$ cat src/hti_pkg.sv
// Shared types, constants and codes for the help topic indexer.
`default_nettype none

package hti_pkg;

  // Default name buffer length; names keep at most NAME_LEN_DEF-1 bytes
  localparam int NAME_LEN_DEF = 32;

  // Character codes used by the header parser
  localparam logic [7:0] CH_AMP = 8'h26;
  localparam logic [7:0] CH_SP  = 8'h20;
  localparam logic [7:0] CH_TAB = 8'h09;
  localparam logic [7:0] CH_CR  = 8'h0D;
  localparam logic [7:0] CH_LF  = 8'h0A;
  localparam logic [7:0] CH_NUL = 8'h00;

  // Request operation codes
  localparam logic OP_BYTE = 1'b0;
  localparam logic OP_END  = 1'b1;

  // Input request
  typedef struct packed {
    logic       op;
    logic [7:0] data_byte;
  } item_t;

  // One result of a topic run
  typedef struct packed {
    logic [31:0] body_start;
    logic [31:0] body_length;
    logic [31:0] topic_number;
    logic [7:0]  name_char;
    logic        name_done;
  } topic_t;

  // Header line parser phase
  typedef enum logic [1:0] {
    PH_ORDINARY = 2'd0,
    PH_SKIP     = 2'd1,
    PH_NAME     = 2'd2,
    PH_REST     = 2'd3
  } phase_t;

  // Controller states
  typedef enum logic [1:0] {
    ST_IDLE = 2'd0,
    ST_READ = 2'd1,
    ST_LOAD = 2'd2
  } ctl_state_t;

  // Controller to datapath
  typedef struct packed {
    logic take;    // input request accepted this cycle
    logic rd;      // read name buffer at drain index
    logic load;    // load output register
    logic inc;     // advance drain index
  } hti_cmd_t;

  // Datapath to controller
  typedef struct packed {
    logic emit_req;  // current request closes an open topic
    logic last;      // drain index is at the terminator
    logic out_free;  // output register can take a result
  } hti_sts_t;

endpackage

`default_nettype wire

$ cat src/hti_ctrl.sv
// Controller: accepts bytes and sequences the drain of a finished topic.
`default_nettype none

module hti_ctrl
  import hti_pkg::*;
(
  input  wire logic     clk,
  input  wire logic     rst,
  input  wire logic     item_valid,
  output logic          item_stall,
  input  wire hti_sts_t sts,
  output hti_cmd_t      cmd
);

  ctl_state_t state, state_next;

  // State register
  always_ff @(posedge clk) begin
    if (rst) begin
      state <= ST_IDLE;
    end else begin
      state <= state_next;
    end
  end

  // Next state and commands
  always_comb begin
    state_next = state;
    cmd        = '0;
    item_stall = 1'b1;
    case (state)
      ST_IDLE: begin
        item_stall = 1'b0;
        cmd.take   = item_valid;
        if (item_valid && sts.emit_req) begin
          state_next = ST_READ;
        end
      end
      ST_READ: begin
        cmd.rd     = 1'b1;
        state_next = ST_LOAD;
      end
      ST_LOAD: begin
        if (sts.out_free) begin
          cmd.load = 1'b1;
          if (sts.last) begin
            state_next = ST_IDLE;
          end else begin
            cmd.inc    = 1'b1;
            state_next = ST_READ;
          end
        end
      end
      default: begin
        state_next = ST_IDLE;
      end
    endcase
  end

endmodule

`default_nettype wire

$ cat src/hti_dp.sv
// Datapath: position counters, header parser, name buffer and output register.
`default_nettype none

module hti_dp
  import hti_pkg::*;
#(
  parameter int NAME_LEN = NAME_LEN_DEF
) (
  input  wire logic     clk,
  input  wire logic     rst,
  input  wire item_t    item,
  input  wire hti_cmd_t cmd,
  output hti_sts_t      sts,
  output logic          topic_valid,
  input  wire logic     topic_stall,
  output topic_t        topic
);

  localparam int FW = (NAME_LEN > 1) ? $clog2(NAME_LEN) : 1;
  localparam logic [FW-1:0] FILL_MAX = FW'(NAME_LEN - 1);

  // Parser and position state
  logic [31:0]   byte_offset, byte_offset_next;
  logic          line_begins, line_begins_next;
  phase_t        phase, phase_next;
  logic [FW-1:0] fill, fill_next;
  logic [31:0]   open_start, open_start_next;
  logic          topic_open, topic_open_next;
  logic [31:0]   topics_seen, topics_seen_next;
  logic [7:0]    last_char;

  // Snapshot of the topic being drained
  logic [31:0]   em_start, em_len, em_num;
  logic [FW-1:0] em_n, em_start_n;
  logic [31:0]   snap_start;
  logic [FW-1:0] k;

  // Name buffer
  logic [7:0]    mem [NAME_LEN];
  logic [7:0]    rdata;
  logic          wr;

  logic [7:0]    c;
  logic          is_end;
  logic          amp_open;

  assign c        = item.data_byte;
  assign is_end   = (item.op == OP_END);
  assign amp_open = line_begins && (c == CH_AMP);
  assign em_start_n = fill;

  // Status to the controller
  assign sts.emit_req = topic_open && (is_end || amp_open);
  assign sts.last     = (k == em_n);
  assign sts.out_free = !topic_valid || !topic_stall;

  // Body start as seen at end of input inside a header line
  assign snap_start = (is_end && (phase != PH_ORDINARY)) ? byte_offset : open_start;

  // Next parser state for one accepted request
  always_comb begin
    byte_offset_next = byte_offset;
    line_begins_next = line_begins;
    phase_next       = phase;
    fill_next        = fill;
    open_start_next  = open_start;
    topic_open_next  = topic_open;
    topics_seen_next = topics_seen;
    wr               = 1'b0;
    if (is_end) begin
      byte_offset_next = '0;
      line_begins_next = 1'b1;
      phase_next       = PH_ORDINARY;
      fill_next        = '0;
      open_start_next  = '0;
      topic_open_next  = 1'b0;
      topics_seen_next = '0;
    end else begin
      if (amp_open) begin
        topic_open_next = 1'b1;
        if (topics_seen != '1) begin
          topics_seen_next = topics_seen + 32'd1;
        end
        fill_next  = '0;
        phase_next = PH_SKIP;
      end else if ((phase == PH_SKIP) || (phase == PH_NAME)) begin
        if (phase == PH_SKIP) begin
          if (c == CH_NUL) begin
            phase_next = PH_REST;
          end else if (c != CH_LF && c != CH_SP && c != CH_TAB && c != CH_CR) begin
            phase_next = PH_NAME;
            wr         = 1'b1;
          end
        end else begin
          if (c == CH_CR || c == CH_NUL) begin
            phase_next = PH_REST;
          end else if (c != CH_LF) begin
            wr = 1'b1;
          end
        end
        // Capture: stop at the length cut, fold runs of spaces
        if (wr) begin
          if (fill >= FILL_MAX) begin
            phase_next = PH_REST;
            wr         = 1'b0;
          end else if (c == CH_SP && fill != '0 && last_char == CH_SP) begin
            wr = 1'b0;
          end else begin
            fill_next = fill + FW'(1);
          end
        end
      end
      if (byte_offset != '1) begin
        byte_offset_next = byte_offset + 32'd1;
      end
      if (c == CH_LF && phase_next != PH_ORDINARY) begin
        open_start_next = byte_offset_next;
        phase_next      = PH_ORDINARY;
      end
      line_begins_next = (c == CH_LF);
    end
  end

  // Parser state registers
  always_ff @(posedge clk) begin
    if (rst) begin
      byte_offset <= '0;
      line_begins <= 1'b1;
      phase       <= PH_ORDINARY;
      fill        <= '0;
      open_start  <= '0;
      topic_open  <= 1'b0;
      topics_seen <= '0;
    end else if (cmd.take) begin
      byte_offset <= byte_offset_next;
      line_begins <= line_begins_next;
      phase       <= phase_next;
      fill        <= fill_next;
      open_start  <= open_start_next;
      topic_open  <= topic_open_next;
      topics_seen <= topics_seen_next;
    end
  end

  // Last stored name byte, for space folding
  always_ff @(posedge clk) begin
    if (cmd.take && wr) begin
      last_char <= c;
    end
  end

  // Snapshot of the closing topic and drain index
  always_ff @(posedge clk) begin
    if (rst) begin
      em_n <= '0;
      k    <= '0;
    end else if (cmd.take) begin
      em_n <= em_start_n;
      k    <= '0;
    end else if (cmd.inc) begin
      k <= k + FW'(1);
    end
  end

  always_ff @(posedge clk) begin
    if (cmd.take) begin
      em_start <= snap_start;
      em_len   <= byte_offset - snap_start;
      em_num   <= topics_seen;
    end
  end

  // Name buffer write and registered read
  always_ff @(posedge clk) begin
    if (cmd.take && wr) begin
      mem[fill] <= c;
    end
  end

  always_ff @(posedge clk) begin
    if (cmd.rd) begin
      rdata <= mem[k];
    end
  end

  // Output register
  always_ff @(posedge clk) begin
    if (rst) begin
      topic_valid <= 1'b0;
    end else if (cmd.load) begin
      topic_valid <= 1'b1;
    end else if (!topic_stall) begin
      topic_valid <= 1'b0;
    end
  end

  always_ff @(posedge clk) begin
    if (cmd.load) begin
      topic.body_start   <= em_start;
      topic.body_length  <= em_len;
      topic.topic_number <= em_num;
      topic.name_char    <= sts.last ? CH_NUL : rdata;
      topic.name_done    <= sts.last;
    end
  end

`ifndef ASSERT_OFF
  // Name never grows past the cut
  a_fill_max: assert property (@(posedge clk) disable iff (rst)
    fill <= FILL_MAX)
    else $error("name fill past limit");

  // Drain index stays within the snapshot name
  a_k_range: assert property (@(posedge clk) disable iff (rst)
    k <= em_n)
    else $error("drain index past terminator");

  // A result is never loaded over one that is still stalled
  a_no_overwrite: assert property (@(posedge clk) disable iff (rst)
    cmd.load |-> (!topic_valid || !topic_stall))
    else $error("output register overwritten");

  // A newline byte leaves the parser at a line start in ordinary phase
  a_lf_line: assert property (@(posedge clk) disable iff (rst)
    (cmd.take && !is_end && c == CH_LF) |=> (line_begins && phase == PH_ORDINARY))
    else $error("newline not handled");
`endif

endmodule

`default_nettype wire

$ cat src/help_topic_indexer.sv
// Help topic indexer: scans a help text byte stream and reports each topic.
//
// Usage:
//   item channel (item_valid / item_stall / item): one request per accepted
//   cycle, either a file byte (op = byte) or end of input (op = end), which
//   flushes the open topic and returns the block to its reset state.
//   topic channel (topic_valid / topic_stall / topic): for each closed topic a
//   run of results, one per stored name byte and then a terminator with
//   name_done set; every result carries body start, length and topic number.
// Throughput: one byte per cycle while no topic closes. A request that closes
//   a topic (the next topic's '&' or end of input) starts a drain of the name
//   buffer: each result is made by a buffer read and then an output register
//   load. The item side is stalled for the whole drain.
// Stalls: a stalled result holds in the output register; the drain waits.
// Reset (rst, synchronous): clears counters, parser and output valid; the
//   name buffer is not cleared and needs no clearing pass.
`default_nettype none

module help_topic_indexer
  import hti_pkg::*;
#(
  parameter int NAME_LEN = NAME_LEN_DEF
) (
  input  wire logic   clk,
  input  wire logic   rst,
  input  wire logic   item_valid,
  output logic        item_stall,
  input  wire item_t  item,
  output logic        topic_valid,
  input  wire logic   topic_stall,
  output topic_t      topic
);

  hti_cmd_t cmd;
  hti_sts_t sts;

  hti_ctrl u_ctrl (
    .clk        (clk),
    .rst        (rst),
    .item_valid (item_valid),
    .item_stall (item_stall),
    .sts        (sts),
    .cmd        (cmd)
  );

  hti_dp #(
    .NAME_LEN (NAME_LEN)
  ) u_dp (
    .clk         (clk),
    .rst         (rst),
    .item        (item),
    .cmd         (cmd),
    .sts         (sts),
    .topic_valid (topic_valid),
    .topic_stall (topic_stall),
    .topic       (topic)
  );

endmodule

`default_nettype wire
$ cat config.mk
export PLATFORM = sky130hd
export DESIGN_NAME = help_topic_indexer
export DESIGN_NICKNAME = d
export VERILOG_FILES = /design/src/hti_pkg.sv /design/src/hti_ctrl.sv /design/src/hti_dp.sv /design/src/help_topic_indexer.sv
export SDC_FILE = /design/constraint.sdc
export NUM_CORES = 1
export LEC_CHECK = 0
export BUFFER_PORTS_ARGS = -buffer_cell sky130_fd_sc_hd__buf_4
export CORE_UTILIZATION = 42
export DETAILED_ROUTE_END_ITERATION = 10
export GPL_TIMING_DRIVEN = 0
export SLEW_MARGIN = 20
export SYNTH_ARGS = -nofsm -noshare
export SYNTH_HDL_FRONTEND = slang
export SYNTH_SLANG_ARGS = --single-unit
$ cat constraint.sdc
create_clock -name clk -period 8.5 [get_ports clk]
set_clock_uncertainty 0.2 [all_clocks]
set_input_delay 0.85 -clock clk [delete_from_list [all_inputs] [get_ports clk]]
set_output_delay 0.85 -clock clk [all_outputs]
set_load 0.05 [all_outputs]
# After elaboration in Yosys (flattened, before gate mapping)

Memory sizes are Yosys's and may differ from the RTL's. A register that Yosys moved wholly into a read port is not among the register bits.
Cells that the tools add are included.

Add/sub/neg operators: 5
Equal/unequal tests: 21
Reduce and logical (&&, ||, !) cells: 33
$lt $le $gt $ge: 1
Multiplexer cells: 56

Operators with widths:

| kind                  | number |
|---|---|
| $mux 32               | 8 |
| $add 32x1->32 const B | 2 |
| $ne 32x32->1 const B  | 2 |
| $sub 32x32->32        | 1 |
| $mux 2                | 15 |
| $mux 5                | 6 |
| $mux 1                | 26 |
| $eq 8x6->1 const B    | 3 |
| $ne 8x4->1 const B    | 3 |
| $eq 8x4->1 const B    | 2 |
| $logic_and 1x1->1     | 11 |
| $add 5x1->5 const B   | 2 |
| $reduce_bool 2->1     | 5 |
| $logic_not 8->1       | 1 |
| $ne 8x6->1 const B    | 1 |
| $ne 3x2->1 const B    | 2 |
| $pmux 2 s3            | 1 |
| $reduce_and 2->1      | 3 |
| $reduce_bool 3->1     | 2 |
| $eq 5x5->1            | 1 |
| $ge 5x5->1 const B    | 1 |
| $reduce_and 5->1      | 1 |
| $reduce_bool 5->1     | 1 |
| $eq 2x1->1 const B    | 2 |
| 8 further kinds       | 14 |

Input port bits: 13
Memories kept: 1
Memory bits (writable): 256
Register bits after elaboration: 327
Output and inout port bits: 107
Logic and storage cells: 137

Memories:

| name     | words | width | read ports | clocked after memory_dff | write ports | RTL line     | RTL |
|---|---|---|---|---|---|---|---|
| u_dp.mem | 32    | 8     | 1          | 1                        | 1           | hti_dp.sv:39 | `logic [7:0] mem [NAME_LEN];` |

# Depth between registers and ports, before layout

Depth in word-level cells: 18
Gate-level depth with buffers: 16

# By module

From an unflattened synthesis, not the netlist that was laid out.

Cell total of the unflattened synthesis: 1636
Area, all modules: 24435.9 µm²

By module, submodules not included:

| module   | times used | sequential area each (µm²) | cells an instance | area each (µm²) |
|---|---|---|---|---|
| hti_dp   | 1          | 16525.8                    | 1622              | 24302.1 |
| hti_ctrl | 1          | 40.0                       | 14                | 133.9 |

# Worst setup path after synthesis

Ideal clock, no wire load.

Path kind: input to register
Start: in topic_stall
End: reg u_dp.topic[0] (netlist name)
Data required time: 7.697 ns
Buffers on the path: 0
Arrival: 5.936 ns
Cell stages on the path: 1
Path slack: 1.761 ns
Library setup time: 0.603 ns
Cell sequence: a21oi_1

Word-level cells in the longest chain between the ends: 4

Ends and longest elaborated chain:

| element            | RTL line                 | RTL |
|---|---|---|
| start: declaration | help_topic_indexer.sv:30 | `input wire logic topic_stall,` |
| $logic_not 1->1    | hti_dp.sv:55             | `assign sts.out_free = !topic_valid \|\| !topic_stall;` |
| $logic_or 1x1->1   | hti_dp.sv:55             |  |
| $mux 2             | hti_ctrl.sv:44           | `if (sts.out_free) begin` |
| $mux 2             | hti_ctrl.sv:31           | `case (state)` |

Every way passes these cells.
A chain may end at the register's enable or synchronous reset.

# Worst setup path after layout

Start: in item[8] (netlist bit)
End: reg u_dp.em_len[30] (data pin)

Word-level cells in the longest chain between the ends: 3

Ends and longest elaborated chain:

| element                | RTL line                 | RTL |
|---|---|---|
| start: declaration     | help_topic_indexer.sv:28 | `input wire item_t item,` |
| $logic_and 1x1->1      | hti_dp.sv:58             | `assign snap_start = (is_end && (phase != PH_ORDINARY)) ? byte_offset : open_start;` |
| $mux 32                | hti_dp.sv:58             |  |
| net u_dp.snap_start[0] | hti_dp.sv:35             | `logic [31:0] snap_start;` |
| $sub 32x32->32         | hti_dp.sv:168            | `em_len <= byte_offset - snap_start;` |
| end signal: assignment | hti_dp.sv:168            |  |
| end: declaration       | hti_dp.sv:33             | `logic [31:0] em_start, em_len, em_num;` |

The timed path passes the listed nets, and every way through them passes these cells.

==> results.toml <==
[routing]
viasPerCell = 5.32
first_pass_iters = 5
routed_wl_um = 51900
routedWlPerCell_um = 19.3
vias = 14300
remaining_drc_errors = 0
drt_iter0_drc = 1084
ant_nets = 0

[synthesis]
synth_flop_cell = "edfxtp_1"
async_flop_share_pct = 0
syn-num-nets = 1746
synth_area_um2 = 24400
synth_seq_cells = 591
syn_inst = 1691
ys.warnings.count = 0
synth_area_per_cell_um2 = 14.5
synth_cell_types = 72
synth_edf_count = 473
ys_seq_area_share_pct = 67.8

[timing]
drv_slew = 0
holdWs_ps = 185
setup_violations = 0
finalHoldViolations = 0
tightest_slew_ps = 1150
final.period_utilization_pct = 75.8
fmax_mhz = 155
rsz0062_at_grt = "false"
maxSlewHeadroom_pct = 21.2
fin_crit_ps = 6440

[setup_path]
r2r_end = "u_dp.em_len[30]"
crit_required_ps = 8640
startpoint_type = "input port"
r2r_start = "u_dp.phase[0]"
r2r_slack_ps = 2460
cp_slowest_cell = "a2111oi_0"
critical_path_class = "input port to flop"
r2r_cells = 15
worstPathArrival_ps = 6580
cp_common_cell = "clkbuf_1"
cp_max_fo = 10
end_kind = "flop"
path_cells = "clkbuf_1 > inv_1 > clkbuf_1 > nor2_1 > clkbuf_1 > mux2_2 > ha_1 > fa_1 > nand2b_1 > a21oi_1 > o21ai_1 > a2111oi_0 > nor4b_1 > o311ai_1 > a21oi_1 > xnor2_1"
critPathMaxStageDelay_ps = 1040

[clock_network]
ctsHtreeMaxLevel = 2
cts_tree = "done"
ctsHoldBuffers = 0
cts.sinks = 591
clk_pin_slew_ps = 60
cts_inserted_buffers = 59
clk_latency_ps = 630
cts_buffer_depth = 3
cts_setup_buffers = 0
cts-root-buf = "clkbuf_16"
cts_resized = 0

[global_routing]
grt_pass1_wl_um = 81400
gr-total-overflow = 0
antenna_found_initial = 0
grt_usage_pct = 17.6
grt_max_degree = 47
met2_usage_pct = 28.1
use_met3_pct = 3.00
met1_usage_pct = 24.3
grt_pass1_vias = 14300
top_usage_layer = "met2"

[floorplanning]
die_y_um = 243
coreArea_um2 = 57600
dieArea_um2 = 59200
die_w_um = 243
fp-row-count = 88
io_pins = 120
initial_core_util_pct = 42.4

[layout]
drive_gt1_share_pct = 18.1
nets = 1932
area_growth_pct = 16.8
fillerInstances = 4895
finalCoreUtilization_pct = 49.6
instances_no_fill = 2693
final_common_cell = "edfxtp_1"
antennaDiodeCount = 0
most-common-layout-cells = "edfxtp_1, nor2_1, buf_4"

[placed_design]
hpwlAfterDp_um = 35300
io_buffers = 118
dpl.cell_count = 2581
place_congestion = 0.893

[pwr]
powerDensity_nw_per_um2 = 210
peakVddDrop_mv = 0.145
power.leakage_nw = 9.63

[outcome]
outcome = "completed"

[job]
drv_cap = 0

[hold_path]
hold_class = "flop to flop"
hold_depth = 0
holdPathEnd = "u_dp.topic[65]"
min-delay-start = "u_dp.em_len[24]"
worst max path at each step:
stage	from	cells after the start	to	slack, ps
after floorplan	topic_stall	1	u_dp.topic[0]	1760
after global placement	topic_stall	2	u_dp.topic[72]	-160
after detailed placement	item[8]	16	u_dp.em_len[30]	1490
after CTS	item[8]	16	u_dp.em_len[30]	2100
after global routing	item[8]	16	u_dp.em_len[30]	1770
final	item[8]	16	u_dp.em_len[30]	2060
cells by family after synthesis:
family | after synthesis | synth area share [%]
fa+ha+maj | 42 | 2.18
mux | 128 | 9.39
compound gates | 230 | 5.87
simple gates | 475 | 9.39
buf+inv | 135 | 2.18
xor+xnor | 90 | 3.22
flops | 591 | 67.8
flip-flops by register name, summed over array words and instances, names as in the netlist, 2 cells and up:
signal	cells
u_dp.open_start	32
u_dp.em_num	32
u_dp.topics_seen	32
u_dp.k	5
u_dp.em_len	32
u_dp.phase	2
u_dp.rdata	8
u_dp.em_start	32
u_dp.em_n	5
u_dp.mem	256
u_dp.byte_offset	32
u_dp.em_start_n	5
u_ctrl.state	2
u_dp.last_char	8
u_dp.topic	105
worst max-delay path: cells and delay by family:
kind / cells / cell delay [ps]
AND/OR/NAND/NOR: 3 / 1090
XOR/XNOR: 1 / 140
adder cells (fa/ha/maj): 2 / 700
AO/OA/AOI/OAI: 5 / 2020
buffers and inverters: 4 / 1340
multiplexers: 1 / 420
where the power goes:
group,internal [mW],leakage [nW],switching (mW)
Sequential,3.15,5.31,0.00893
Combinational,0.0342,3.34,0.104
Clock,1.57,0.987,1.12
Total,4.75,9.63,1.24
cell type report:
| class | count | area (µm²) | share of cell area, % |
|---|---|---|---|
| Sequential cell | 591 | 16600 | 58.0 |
| Multi-Input combinational cell | 965 | 7380 | 25.9 |
| Clock buffer | 69 | 1560 | 5.48 |
| Timing Repair Buffer | 125 | 1060 | 3.73 |
| Tap cell | 765 | 957 | 3.35 |
| Clock inverter | 43 | 479 | 1.68 |
| Buffer | 77 | 318 | 1.11 |
| Inverter | 58 | 218 | 0.763 |
through the flow:
step | instance area [µm²] | setup TNS [ps] | worst slack, ps | total power [mW]
after floorplan | 24400 | 0 | 1760 | 3.29
after global placement | 26300 | -14630 | -159 | 3.36
after detailed placement | 26500 | 0 | 1490 | 3.36
after CTS | 28500 | 0 | 2100 | 6.05
after global routing | 28500 | 0 | 1770 | 6.16
final | 28500 | 0 | 2060 | 5.99
per-layer routing:
metal	up-vias	part of all wire (%)
met5	-	0
li1	6760	-
met4	0	3.1
met3	92	5.1
met1	7079	45
met2	390	47
cells in the mapped netlist, types with 9 or more instances:
master | number | area share (%)
o21ai_0 | 39 | 0.80
nand4_1 | 29 | 0.74
a21oi_1 | 101 | 2.1
o21a_1 | 9 | 0.28
nor3_1 | 41 | 0.84
inv_1 | 57 | 0.88
nor2_1 | 167 | 2.6
xnor2_1 | 48 | 1.7
edfxtp_1 | 473 | 58
and3_1 | 14 | 0.36
a21o_1 | 16 | 0.49
xor2_1 | 42 | 1.5
clkbuf_1 | 60 | 0.92
or3_1 | 28 | 0.72
nand3_1 | 24 | 0.49
and2_1 | 12 | 0.31
nor2b_1 | 11 | 0.28
mux2_2 | 11 | 0.51
nand2_1 | 101 | 1.6
nand2b_1 | 11 | 0.28
ha_1 | 41 | 2.1
dfxtp_1 | 118 | 9.7
mux2i_1 | 37 | 1.5
a22oi_1 | 15 | 0.46
mux4_2 | 80 | 7.4
No activity file was read; power rests on OpenSTA's default activity.
